### config.mk
export PLATFORM = sky130hd
export DESIGN_NAME = text_escape_truncate_filter_unit
export DESIGN_NICKNAME = d
export VERILOG_FILES = /design/src/design/tetf_pkg.sv /design/src/design/tetf_in_stage.sv /design/src/design/tetf_sanitize.sv /design/src/design/tetf_emit.sv /design/src/design/text_escape_truncate_filter_unit.sv
export SDC_FILE = /design/constraint.sdc
export NUM_CORES = 1
export LEC_CHECK = 0
export BUFFER_PORTS_ARGS = -buffer_cell sky130_fd_sc_hd__buf_2
export CAP_MARGIN = 40
export CORE_MARGIN = 2
export CORE_UTILIZATION = 50
export CTS_CLUSTER_SIZE = 12
export DETAILED_ROUTE_END_ITERATION = 7
export PLACE_DENSITY = 0.73
export SLEW_MARGIN = 20
export SYNTH_ARGS = -nofsm -noshare
export SYNTH_HDL_FRONTEND = slang
export SYNTH_SLANG_ARGS = --single-unit
### constraint.sdc
create_clock -name clk -period 4 [get_ports clk]
set_input_delay 0.2 -clock clk [delete_from_list [all_inputs] [get_ports clk]]
set_output_delay 0.2 -clock clk [all_outputs]
set_load 0.02 [all_outputs]
### src/design/tetf_pkg.sv
// tetf_pkg: shared types and character constants for the text escape filter
// no dependencies; used by all tetf_* modules and the top level
`default_nettype none

package tetf_pkg;

    // character codes
    localparam logic [7:0] CHAR_BACKSLASH = 8'h5C;
    localparam logic [7:0] CHAR_DQUOTE    = 8'h22;
    localparam logic [7:0] CHAR_SQUOTE    = 8'h27;
    localparam logic [7:0] CHAR_BACKTICK  = 8'h60;
    localparam logic [7:0] CHAR_TAB       = 8'h09;
    localparam logic [7:0] CHAR_LF        = 8'h0A;
    localparam logic [7:0] CHAR_CR        = 8'h0D;
    localparam logic [7:0] CHAR_QMARK     = 8'h3F;
    localparam logic [7:0] CHAR_DOT       = 8'h2E;
    localparam logic [7:0] PRINT_LO       = 8'd32;
    localparam logic [7:0] PRINT_HI       = 8'd126;

    // length register
    localparam int          LEN_W         = 16;
    localparam int          CNT_W         = LEN_W + 1;
    localparam logic [15:0] MAX_LEN_RESET = 16'd256;

    // output sequence position, up to five bytes per request
    localparam int POS_W = 3;

    // descriptor of the bytes one input request produces
    typedef struct packed {
        logic       nonempty;  // request yields any output
        logic       esc;       // backslash goes first
        logic [7:0] ch;        // sanitized character
        logic       dots;      // ellipsis follows
        logic       eot;       // end of text
    } out_desc_t;

    // held input request
    typedef struct packed {
        logic [7:0] ch;
        logic       eot;
    } in_req_t;

endpackage

`default_nettype wire

### src/design/tetf_in_stage.sv
// tetf_in_stage: input register for the text byte stream
// depends on tetf_pkg
`default_nettype none

module tetf_in_stage (
    input  wire                  clk,
    input  wire                  rst_n,
    input  wire                  in_valid,
    output logic                 in_ready,
    input  wire  [7:0]           in_char,
    input  wire                  in_eot,
    input  wire                  take,     // downstream consumes the held request
    output logic                 held,
    output tetf_pkg::in_req_t    req
);

    logic              valid_reg;
    logic              valid_next;
    tetf_pkg::in_req_t req_reg;

    // ready when empty or being emptied this cycle
    assign in_ready = !valid_reg || take;
    assign held     = valid_reg;
    assign req      = req_reg;

    // valid flag next value
    always_comb
    begin
        valid_next = valid_reg;
        if (in_valid && in_ready)
        begin
            valid_next = 1'b1;
        end
        else if (take)
        begin
            valid_next = 1'b0;
        end
    end

    // control register
    always_ff @(posedge clk or negedge rst_n)
    begin
        if (!rst_n)
        begin
            valid_reg <= 1'b0;
        end
        else
        begin
            valid_reg <= valid_next;
        end
    end

    // payload register
    always_ff @(posedge clk)
    begin
        if (in_valid && in_ready)
        begin
            req_reg.ch  <= in_char;
            req_reg.eot <= in_eot;
        end
    end

endmodule

`default_nettype wire

### src/design/tetf_sanitize.sv
// tetf_sanitize: character classification, emitted count and cut-off state
// depends on tetf_pkg
`default_nettype none

module tetf_sanitize (
    input  wire                   clk,
    input  wire                   rst_n,
    input  wire                   cfg_wr_en,
    input  wire  [15:0]           cfg_wr_data,
    input  wire  tetf_pkg::in_req_t req,
    input  wire                   commit,   // request moves to the emitter
    output tetf_pkg::out_desc_t   desc
);

    logic [15:0]              max_len_reg;
    logic [tetf_pkg::CNT_W-1:0] count_reg;
    logic [tetf_pkg::CNT_W-1:0] count_next;
    logic                     cut_reg;
    logic                     cut_next;
    logic                     printable;
    logic                     ctrl_pass;
    logic                     esc;
    logic [7:0]               ch;
    logic [tetf_pkg::CNT_W-1:0] sum;
    logic                     hit;

    // classify the byte
    always_comb
    begin
        printable = (req.ch >= tetf_pkg::PRINT_LO) && (req.ch <= tetf_pkg::PRINT_HI);
        esc       = printable && (req.ch inside {tetf_pkg::CHAR_BACKSLASH,
            tetf_pkg::CHAR_DQUOTE, tetf_pkg::CHAR_SQUOTE, tetf_pkg::CHAR_BACKTICK});
        ctrl_pass = req.ch inside {tetf_pkg::CHAR_TAB, tetf_pkg::CHAR_LF,
            tetf_pkg::CHAR_CR};
        if (printable || ctrl_pass)
        begin
            ch = req.ch;
        end
        else
        begin
            ch = tetf_pkg::CHAR_QMARK;
        end
    end

    // running count and cut test
    assign sum = count_reg + (esc ? tetf_pkg::CNT_W'(2) : tetf_pkg::CNT_W'(1));
    assign hit = sum >= {1'b0, max_len_reg};

    assign desc.nonempty = !cut_reg;
    assign desc.esc      = esc;
    assign desc.ch       = ch;
    assign desc.dots     = hit;
    assign desc.eot      = req.eot;

    // state next values
    always_comb
    begin
        count_next = count_reg;
        cut_next   = cut_reg;
        if (commit)
        begin
            if (cut_reg)
            begin
                if (req.eot)
                begin
                    cut_next   = 1'b0;
                    count_next = '0;
                end
            end
            else if (req.eot)
            begin
                count_next = '0;
            end
            else
            begin
                count_next = sum;
                cut_next   = hit;
            end
        end
    end

    // state and length registers
    always_ff @(posedge clk or negedge rst_n)
    begin
        if (!rst_n)
        begin
            max_len_reg <= tetf_pkg::MAX_LEN_RESET;
            count_reg   <= '0;
            cut_reg     <= 1'b0;
        end
        else
        begin
            if (cfg_wr_en)
            begin
                max_len_reg <= cfg_wr_data;
            end
            count_reg <= count_next;
            cut_reg   <= cut_next;
        end
    end

endmodule

`default_nettype wire

### src/design/tetf_emit.sv
// tetf_emit: result register that sends the bytes of one request, one per cycle while out_ready is high
// depends on tetf_pkg
`default_nettype none

module tetf_emit (
    input  wire                     clk,
    input  wire                     rst_n,
    input  wire                     load,
    input  wire  tetf_pkg::out_desc_t desc,
    output logic                    free,
    output logic                    out_valid,
    input  wire                     out_ready,
    output logic [7:0]              out_char,
    output logic                    out_last
);

    logic                        busy_reg;
    logic                        busy_next;
    logic [tetf_pkg::POS_W-1:0]  pos_reg;
    logic [tetf_pkg::POS_W-1:0]  pos_next;
    tetf_pkg::out_desc_t         desc_reg;
    logic [tetf_pkg::POS_W-1:0]  final_pos;
    logic [tetf_pkg::POS_W-1:0]  char_pos;
    logic                        at_final;
    logic                        take;

    // position of the character and of the final byte
    assign char_pos  = desc_reg.esc ? tetf_pkg::POS_W'(1) : tetf_pkg::POS_W'(0);
    assign final_pos = char_pos + (desc_reg.dots ? tetf_pkg::POS_W'(3) : tetf_pkg::POS_W'(0));
    assign at_final  = pos_reg == final_pos;
    assign take      = busy_reg && out_ready;
    assign free      = !busy_reg || (out_ready && at_final);

    // output byte selection
    always_comb
    begin
        out_valid = busy_reg;
        out_last  = at_final && (desc_reg.dots || desc_reg.eot);
        if (desc_reg.esc && (pos_reg == '0))
        begin
            out_char = tetf_pkg::CHAR_BACKSLASH;
        end
        else if (pos_reg == char_pos)
        begin
            out_char = desc_reg.ch;
        end
        else
        begin
            out_char = tetf_pkg::CHAR_DOT;
        end
    end

    // sequencing
    always_comb
    begin
        busy_next = busy_reg;
        pos_next  = pos_reg;
        if (load && desc.nonempty)
        begin
            busy_next = 1'b1;
            pos_next  = '0;
        end
        else if (take)
        begin
            if (at_final)
            begin
                busy_next = 1'b0;
            end
            else
            begin
                pos_next = pos_reg + tetf_pkg::POS_W'(1);
            end
        end
    end

    // control registers
    always_ff @(posedge clk or negedge rst_n)
    begin
        if (!rst_n)
        begin
            busy_reg <= 1'b0;
            pos_reg  <= '0;
        end
        else
        begin
            busy_reg <= busy_next;
            pos_reg  <= pos_next;
        end
    end

    // descriptor register
    always_ff @(posedge clk)
    begin
        if (load)
        begin
            desc_reg <= desc;
        end
    end

endmodule

`default_nettype wire

### src/design/text_escape_truncate_filter_unit.sv
// text_escape_truncate_filter_unit: top level of the text escape and truncation filter
// depends on tetf_pkg, tetf_in_stage, tetf_sanitize, tetf_emit
//
//   channel   direction  signals                         payload
//   s_axis    in         tvalid tready tdata tlast       tdata[7:0] in_char, tlast end_of_text
//   m_axis    out        tvalid tready tdata tlast       tdata[7:0] out_char, tlast last
//   cfg       in         cfg_wr_en cfg_wr_data           max_len, written when enable is high
//
// one output byte leaves per cycle while m_axis_tready is high; the bytes a request yields:
// 1 for a plain byte, 2 for an escape, 4 or 5 with the ellipsis, none for a dropped byte
// the emitter's byte sequencer sends them from its result register, fed by the input register
// the input register takes the next request while the emitter sends its last byte
// reset clears the count, the cut-off flag and all valid flags; max_len returns to 256
`default_nettype none

module text_escape_truncate_filter_unit (
    input  wire         clk,
    input  wire         rst_n,
    input  wire         s_axis_tvalid,
    output logic        s_axis_tready,
    input  wire  [7:0]  s_axis_tdata,   // [7:0] in_char
    input  wire         s_axis_tlast,
    output logic        m_axis_tvalid,
    input  wire         m_axis_tready,
    output logic [7:0]  m_axis_tdata,   // [7:0] out_char
    output logic        m_axis_tlast,
    input  wire         cfg_wr_en,
    input  wire  [15:0] cfg_wr_data
);

    logic                held;
    logic                free;
    logic                commit;
    tetf_pkg::in_req_t   req;
    tetf_pkg::out_desc_t desc;

    // request moves on when the emitter can take it
    assign commit = held && free;

    // input register
    tetf_in_stage u_in (
        .clk      (clk),
        .rst_n    (rst_n),
        .in_valid (s_axis_tvalid),
        .in_ready (s_axis_tready),
        .in_char  (s_axis_tdata),
        .in_eot   (s_axis_tlast),
        .take     (commit),
        .held     (held),
        .req      (req)
    );

    // classification and text state
    tetf_sanitize u_san (
        .clk         (clk),
        .rst_n       (rst_n),
        .cfg_wr_en   (cfg_wr_en),
        .cfg_wr_data (cfg_wr_data),
        .req         (req),
        .commit      (commit),
        .desc        (desc)
    );

    // result register and byte sequencer
    tetf_emit u_emit (
        .clk       (clk),
        .rst_n     (rst_n),
        .load      (commit),
        .desc      (desc),
        .free      (free),
        .out_valid (m_axis_tvalid),
        .out_ready (m_axis_tready),
        .out_char  (m_axis_tdata),
        .out_last  (m_axis_tlast)
    );

endmodule

`default_nettype wire

==> results_dict.tcl, run 1 <==
set metrics [dict create \
    status "completed" \
    gp_congestion 0.9335 \
    wirelength_mm 7.165 \
    ios 41 \
    die_h_microns 86.41 \
    maxClockFrequency_mhz 261.6 \
    drcViolationCount 0 \
    ant_nets 0 \
    syn-cell-area_sq_um 3396 \
    synthFlopType "dfrtp_1" \
    worst_pin_slew_ps 609.7 \
    hold_viol_final 0 \
    die_x_microns 86.41 \
    worstPathArrival_ps 3920 \
    finalSetupViolCount 0 \
    rows 30 \
    cts_tree "yes" \
    num_vias 2684 \
    grt_pass1_wl_mm 11.90 \
    synth-edff-count 20 \
    path_clk_slew_ps 70 \
    start_kind "flip-flop" \
    synth_fp_nets 398 \
    cts.sinks 59 \
    htreeDepth 3 \
    layout-drive-gt1-share_pct 24.14 \
    areaGrowthSynthToFinish_pct 19.20 \
    irDropWorstVdd_mv 0.4277 \
    antenna_cells 0 \
    ys_types 48 \
    maxSlewViolCount 0 \
    core_sq_um 6681 \
    yosys-top-cells-area "dfrtp_1 (28%), edfxtp_1 (18%), ha_1 (8.1%)" \
    antenna_found_initial 0 \
    nNetsFinal 454 \
    hold-worst-slack_ps 39.11 \
    clock_latency_ps 340 \
    p_leak_uw 0.001873 \
    final_core_util_pct 60.58 \
    overflow 0 \
    yosys.area.top_type "dfrtp_1" \
    crit_required_ps 4090 \
    grt_pass1_vias 2705 \
    rsz0062_at_grt "no" \
    clockBufferDepth 2 \
    crit_top_cell "buf_4" \
    cts_root_buf "clkbuf_8" \
    synthCells 345 \
    cp_max_fo 5 \
    fin_setup_tns_ps 0 \
    dp_hpwl_mm 5.253 \
    yosys_warnings 0 \
    synth_top_area_share_pct 28.00 \
    holdCritPathClass "input pin to flip-flop" \
    fin_skew_ps 9.384 \
    avgViaCountPerCell 5.523 \
    async_flop_share_pct 66.10 \
    cpPeakStageDelay_ps 390 \
    wl_per_cell_microns 14.74 \
    crit_chain "buf_4 > xnor2_1 > nand2_1 > o22ai_1 > nand4b_1 > o41a_1 > ha_2 > fa_2 > nand4_4 > buf_4 > nor4_2 > buf_4 > xor2_1 > ha_1 > o21a_1 > o21ai_2 > nor2_1 > o41a_1 > or2_2" \
    initial_core_util_pct 50.82 \
    min_period_over_period_pct 95.58 \
    cts_buffers 9 \
    syn_area_per_cell_sq_um 9.843 \
    drtIter0Drc 134 \
    p_per_area_nw_per_um2 544.1 \
    slowest_stage "fa_2" \
    mostFrequentLayoutCells "nand2_1 (40), buf_2 (40), dfrtp_1 (38), o21ai_0 (30), inv_1 (28)" \
    relSlewSlack_pct 59.36 \
    maxCapViolCount 0 \
    path_class "flip-flop to flip-flop" \
    largest_reg_flops 17 \
    yosysSeqAreaShare_pct 46.46 \
    fp.dieArea_sq_um 7467 \
    grt_max_degree 32 \
    layout_min_cycle_time_ps 3823 \
    endpoint_kind "flip-flop" \
    first_pass_iters 5 \
    yosys_register_bits 59 \
    io_buffer_count 40 \
    grt_usage_pct 20.37 \
]
==> Yosys cell counts (all sizes together), types with 4 or more instances <==
library cell,instances
o21ai,41
edfxtp,20
inv,28
nor4,5
clkbuf,6
nor2,14
or2,8
ha,22
buf,5
nand4,9
a22o,7
a21oi,12
xnor2,11
nor3,10
nand2,40
xor2,8
nand3,11
dfrtp,38
nand2b,11
and2,4
==> worst paths after layout <==
check | from | endpoint | slack, ps | cells past startpoint
min in group asynchronous | rst_n | u_san.max_len_reg[9] | 290 | 2
worst max-delay path | u_in.req[1] | u_emit.desc_reg[1] | 180 | 19
worst min register to register | u_san.count_reg[13] | u_san.count_reg[13] | 530 | 1
max in group asynchronous | rst_n | u_san.max_len_reg[8] | 3210 | 3
worst min-delay path | s_axis_tdata[4] | u_in.req[5] | 40 | 1
worst max register to register | u_in.req[1] | u_emit.desc_reg[1] | 180 | 19
==> through the flow <==
stage,worst slack (ps),cell area (sq um),total power (uW),std cells
2_1_floorplan,78.15,3396,1428,345
3_3_place_gp,86.94,3731,1635,466
3_5_place_dp,-117.5,3751,1669,467
4_1_cts,53.56,3959,2191,484
5_1_grt,16.00,4048,2347,486
6_report,177.0,4048,2202,486
==> power breakdown <==
part	internal [uW]	total, uW	switching (uW)
sequential	766	866	99.5
combinational	320	819	499
clock	282	518	236
total	1370	2200	834
==> what timing repair did <==
item	4_1_cts	5_1_grt
hold endpoints to repair	12	0
pin swaps	0	7
hold buffers	1	0
endpoints found under the setup margin	2	2
resized for setup	3	14
buffers inserted	0	2
==> cells by family after synthesis <==
family	after synthesis	synth area share, %
compound gates	79	14.30
simple gates	120	19.27
xor+xnor	19	4.901
mux	5	1.548
flops	59	46.46
buf+inv	39	4.716
other cells	1	0.1104
fa+ha+maj	23	8.696
==> layer usage <==
layer | routed length [microns] | GRT usage, % | vias up | share of wire [%]
li1 | - | - | 1331 | -
met1 | 3126 | 24.85 | 1271 | 44
met2 | 3590 | 34.97 | 70 | 50
met4 | 115 | 6.676 | 0 | 1.6
met5 | 0 | 0 | - | 0
met3 | 333 | 5.524 | 12 | 4.6
==> area by class of cell <==
cell class                 count  area [sq um]
timing repair buffer          56         335.3
inverter                      28         105.1
sequential                    59          1578
clock buffer                  10         127.6
multi-input combinational    247          1745
tap                           80         100.1
clock inverter                 6         56.30
fill                         552          2634
==> worst max-delay path, delay by kind of cell, from the launching register on <==
family	cells	cell delay (ps)
AOI/OAI and AO/OA	5	700
xor gates and xnor gates	2	290
adders and majority gates	3	980
buffers and inverters	3	460
DFF	1	380
and+or+nand+nor	6	770
No activity file was read; power rests on OpenSTA's default activity.
==> run 2, diff against run 1 <==
--- a/config.mk
+++ b/config.mk
@@ -11,7 +11,9 @@
 export CORE_UTILIZATION = 50
 export CTS_CLUSTER_SIZE = 12
 export DETAILED_ROUTE_END_ITERATION = 7
+export GPL_TIMING_DRIVEN = 0
 export PLACE_DENSITY = 0.73
+export RECOVER_POWER = 50
 export SLEW_MARGIN = 20
 export SYNTH_ARGS = -nofsm -noshare
 export SYNTH_HDL_FRONTEND = slang
==> run 2 against run 1 <==
Effect of this change:
- sequential power is 0.5% higher
- wire length rose by 0.17%
- flip-flop and latch count unchanged
- total power up 2.6%
- combinational power rose by 2.6%
- count of clock-buffer cells in the layout up 4
- cell count up 2.5%
- largest cell class unchanged
- highest routed layer unchanged
==> results_dict.tcl, run 2 (same netlist as run 1, synthesis figures left out) <==
set metrics [dict create \
    pwr-share-comb_pct 37.2 \
    p_sw_uw 832.4 \
    hold_depth 1 \
    die_x_microns 86.41 \
    grt_max_degree 27 \
    clockBufferDepth 2 \
    drcViolationCount 0 \
    endpoint_kind "flip-flop" \
    min_period_over_period_pct 99.24 \
    internal_power_uw 1427 \
    path_class "flip-flop to flip-flop" \
    overflow 0 \
    die_h_microns 86.41 \
    relSlewSlack_pct 6.537 \
    mostFrequentLayoutCells "buf_2 (41), nand2_1 (40), dfrtp_1 (38), o21ai_0 (29), inv_1 (28)" \
    ios 41 \
    path_clk_slew_ps 60 \
    sequentialPowerShare_pct 38.5 \
    switching_share_pct 36.85 \
    wl_per_cell_microns 14.41 \
    hold_viol_final 0 \
    io_buffer_count 40 \
    layout-drive-gt1-share_pct 23.92 \
    cts_tree "yes" \
    drtIter0Drc 124 \
    grt_usage_pct 19.88 \
    finalSetupViolCount 0 \
    cts_root_buf "clkbuf_8" \
    fp.dieArea_sq_um 7467 \
    p_leak_uw 0.001903 \
    start_kind "flip-flop" \
    p_per_area_nw_per_um2 549.2 \
    hold-worst-slack_ps 38.73 \
    p_clk_share_pct 24.3 \
    cts_buffers 9 \
    areaGrowthSynthToFinish_pct 21.15 \
    ant_nets 0 \
    placed_cell_area_sq_um 3716 \
    cp_max_fo 4 \
    maxSlewViolCount 0 \
    reg2reg_depth 17 \
    rows 30 \
    antenna_cells 0 \
    fillers 551 \
    cts.sinks 59 \
    irDropWorstVdd_mv 0.3589 \
    grt_pass1_wl_mm 11.59 \
    dp_hpwl_mm 5.025 \
    worstPathArrival_ps 4050 \
    grt_pass1_vias 2625 \
    layout_min_cycle_time_ps 3969 \
    htreeDepth 3 \
    core_sq_um 6681 \
    crit_required_ps 4080 \
    avgViaCountPerCell 5.402 \
    holdCritPathClass "input pin to flip-flop" \
    first_pass_iters 4 \
    status "completed" \
    nNetsFinal 466 \
    maxClockFrequency_mhz 251.9 \
    gp_congestion 0.8398 \
    num_vias 2690 \
    final_core_util_pct 61.57 \
    antenna_found_initial 0 \
    largest_reg_flops 17 \
    p_total_uw 2259 \
    fin_area_sq_um 4114 \
    fin_skew_ps 9.360 \
    worst_pin_slew_ps 1402 \
    clock_latency_ps 340 \
    maxCapViolCount 0 \
    initial_core_util_pct 50.82 \
    wirelength_mm 7.177 \
    layout_commonest_cell "buf_2" \
]
-- run 2: changes by cell type in the layout (fill, tap and decap cells not counted), moves of 2 or more --
cell	before	now
clkbuf_1	1	11
buf_4	14	18
clkbuf_8	9	11
clkinv_2	3	1
o21ai_1	10	12
-- run 2: power by group through the flow --
stage / clock, uW / sequential [uW] / combinational (uW)
after global placement: 0 / 873 / 759
after CTS: 556 / 864 / 822
final: 549 / 870 / 840
after detailed placement: 0 / 875 / 783
after global routing: 577 / 887 / 932
after floorplan: 0 / 849 / 579
-- run 2: worst paths after layout --
path,start,end,slack [ps]
setup / recovery,u_in.req[3],u_emit.desc_reg[1],30
hold / removal,s_axis_tdata[3],u_in.req[4],40
setup reg to reg,u_in.req[3],u_emit.desc_reg[1],30
hold reg to reg,u_san.max_len_reg[8],u_san.max_len_reg[8],510
max in group asynchronous,rst_n,u_emit.out_valid,1830
min in group asynchronous,rst_n,u_san.max_len_reg[0],430
-- run 2: layout make-up --
type | instances | area [sq um] | share of cell area, %
buffer | 11 | 55.05 | 1.338
tap | 80 | 100.1 | 2.433
sequential | 59 | 1578 | 38.35
clock inverter | 2 | 35.03 | 0.8516
clock buffer | 14 | 162.7 | 3.954
inverter | 28 | 105.1 | 2.555
multi-input combinational | 247 | 1753 | 42.61
timing repair buffer | 57 | 325.3 | 7.908
-- run 2: what timing repair did --
item,4_1_cts,5_1_grt
pin swaps,4,12
endpoints found under the hold margin,13,0
buffers inserted,7,8
hold buffers,1,0
gates resized for setup,13,6
endpoints found under the setup margin,2,2
-- run 2: through the flow --
stage	setup TNS [ps]	worst slack, ps	cells
floorplan	0	78.15	345
global placement	-1212	-692.9	465
detailed placement	-1421	-792.9	466
CTS	0	40.42	490
global route	-114.2	-99.62	498
finish	0	30.57	498
-- run 2: worst max-delay path: stages (launching register included) --
cell      delay [ps]
edfxtp_1         430
xnor2_1          150
nand2_1           60
o22ai_1           70
nand4b_1         160
o41a_1           290
ha_4             190
fa_2             240
nand4_4          140
buf_4            190
nor4_2           450
xor2_1           220
ha_1             300
o21a_1           120
o21ai_1          180
nor2_1            80
o41a_1           140
or2_2            300
-- run 2: routing by layer --
layer | routed length [microns] | track usage [%] | share of wire [%] | up-vias
met3 | 252 | 3.333 | 3.5 | 11
met1 | 3254 | 25.82 | 45 | 1263
met2 | 3534 | 32.45 | 49 | 56
met5 | 0 | 0 | 0 | -
met4 | 136 | 9.517 | 1.9 | 0
li1 | - | - | - | 1360
==> run 3, diff against run 2 <==
--- a/config.mk
+++ b/config.mk
@@ -7,6 +7,7 @@
 export LEC_CHECK = 0
 export BUFFER_PORTS_ARGS = -buffer_cell sky130_fd_sc_hd__buf_2
 export CAP_MARGIN = 40
+export CORE_ASPECT_RATIO = 1.1
 export CORE_MARGIN = 2
 export CORE_UTILIZATION = 50
 export CTS_CLUSTER_SIZE = 12
==> run 3 against run 2 <==
Effect of this change:
- global-route usage rose by 1.5 points
- register-to-register slack improved by 90 ps
- first-iteration DRC count rose by 37%
- critical path type unchanged
- critical path depth fell by 2
- worst setup slack improved by 86 ps
- largest power group unchanged
- fmax rose by 2.2%
- clock skew fell by 0.75 ps
- die area barely moved
- sequential power barely moved
==> results_dict.tcl, run 3 (same netlist as run 1, synthesis figures left out) <==
set metrics [dict create \
    fillers 571 \
    clock_latency_ps 340 \
    wirelength_mm 7.311 \
    wl_per_cell_microns 14.77 \
    dp_hpwl_mm 5.156 \
    ios 41 \
    io_buffer_count 40 \
    switching_share_pct 38.20 \
    first_pass_iters 4 \
    fin_cells 495 \
    crit_required_ps 4090 \
    nNetsFinal 461 \
    drtIter0Drc 170 \
    fp.dieArea_sq_um 7468 \
    pwr-share-comb_pct 38.6 \
    cts_tree "yes" \
    slowest_stage "edfxtp_1" \
    antenna_cells 0 \
    drcViolationCount 0 \
    overflow 0 \
    holdCritPathClass "input pin to flip-flop" \
    hold_viol_final 0 \
    cts_buffers 9 \
    rsz0062_at_grt "yes" \
    ant_nets 0 \
    fin_setup_tns_ps 0 \
    start_kind "flip-flop" \
    placed_cell_area_sq_um 3726 \
    p_per_area_nw_per_um2 534.4 \
    layout-drive-gt1-share_pct 24.21 \
    p_clk_share_pct 21.3 \
    endpoint_kind "flip-flop" \
    path_clk_slew_ps 60 \
    maxCapViolCount 0 \
    fin_skew_ps 8.609 \
    die_x_microns 82.58 \
    num_vias 2685 \
    placed_cells 468 \
    cpPeakStageDelay_ps 430 \
    final_core_util_pct 61.54 \
    fin_area_sq_um 4058 \
    areaGrowthSynthToFinish_pct 19.49 \
    grt_pass1_vias 2748 \
    irDropWorstVdd_mv 0.3678 \
    worst_pin_slew_ps 1122 \
    internal_power_uw 1340 \
    maxClockFrequency_mhz 257.5 \
    relSlewSlack_pct 25.17 \
    status "completed" \
    critPathTopFamily "simple AND/OR/NAND/NOR gates" \
    rows 31 \
    maxSlewViolCount 0 \
    crit_chain "or2_2 > o22ai_2 > nand4b_1 > o41a_1 > ha_2 > fa_2 > nand4_4 > nor2_4 > buf_4 > xor2_1 > ha_1 > nand4_1 > nor3_1 > o41a_1 > or2_2" \
    layout_commonest_cell "buf_2" \
    core_sq_um 6594 \
    hold-worst-slack_ps 27.12 \
    finalSetupViolCount 0 \
    mostFrequentLayoutCells "buf_2 (41), nand2_1 (40), dfrtp_1 (38), o21ai_0 (30), inv_1 (28)" \
    grt_usage_pct 21.36 \
    p_sw_uw 828.3 \
    gp_congestion 0.7923 \
    grt_max_degree 22 \
    avgViaCountPerCell 5.424 \
    cts_root_buf "clkbuf_8" \
    cp_max_fo 4 \
    clockBufferDepth 2 \
    largest_reg_flops 17 \
    grt_pass1_wl_mm 12.13 \
    p_leak_uw 0.001875 \
    worstPathArrival_ps 3980 \
    htreeDepth 3 \
    min_period_over_period_pct 97.09 \
    cp_num_buf_inv 1 \
    antenna_found_initial 0 \
    layout_min_cycle_time_ps 3884 \
    die_h_microns 90.44 \
    initial_core_util_pct 51.50 \
    cts.sinks 59 \
    sequentialPowerShare_pct 40.1 \
    path_class "flip-flop to flip-flop" \
]
==> run 3: changes by cell type in the layout (fill, tap and decap cells not counted), moves of 2 or more <==
cell and delta:
a211oi_1 -2, a211oi_2 +2, buf_4 -6, clkinv_2 +2
==> run 3: final timing paths <==
kind	start	to	slack [ps]	cells after the start
max	u_in.req[1]	u_emit.desc_reg[1]	120	15
min	s_axis_tdata[1]	u_in.req[2]	30	1
max reg2reg	u_in.req[1]	u_emit.desc_reg[1]	120	15
min reg2reg	u_san.max_len_reg[8]	u_san.max_len_reg[8]	520	2
max in group asynchronous	rst_n	u_emit.pos_reg[2]	1880	3
min in group asynchronous	rst_n	u_san.max_len_reg[12]	560	2
==> run 3: power by group through the flow <==
stage / Sequential, uW / Clock [uW] / Combinational (uW)
finish: 869 / 463 / 837
global route: 884 / 495 / 933
CTS: 864 / 469 / 822
detailed placement: 876 / 0 / 787
global placement: 872 / 0 / 757
floorplan: 849 / 0 / 579
==> run 3: layout make-up <==
cell class | instances | area (sq um) | share of cell area, %
Sequential cell | 59 | 1578 | 38.88
Clock buffer | 13 | 148.9 | 3.669
Tap cell | 82 | 102.6 | 2.529
Clock inverter | 3 | 15.01 | 0.3700
Timing Repair Buffer | 52 | 291.5 | 7.185
Buffer | 11 | 55.05 | 1.357
Inverter | 28 | 105.1 | 2.590
Multi-Input combinational cell | 247 | 1762 | 43.42
==> run 3: repair_timing <==
| action | in CTS | in global routing |
|---|---|---|
| endpoints found under the setup margin | 2 | 2 |
| pin swaps | 5 | 10 |
| buffers inserted | 7 | 3 |
| hold buffers | 1 | 0 |
| resized for setup | 10 | 12 |
| hold endpoints to repair | 18 | 0 |
==> run 3: metal layers <==
metal / vias up / global-route usage, % / routed length, microns
met5: - / 0 / 0
met2: 41 / 36.36 / 3784
met1: 1286 / 25.46 / 3115
met4: 0 / 9.426 / 174
li1: 1343 / - / -
met3: 15 / 4.300 / 237
==> run 3: through the flow <==
step                setup WS (ps)  power [uW]
finish                      116.4        2169
global placement           -614.7        1629
floorplan                   78.15        1428
detailed placement         -743.7        1664
global route               -44.62        2312
CTS                         86.91        2155
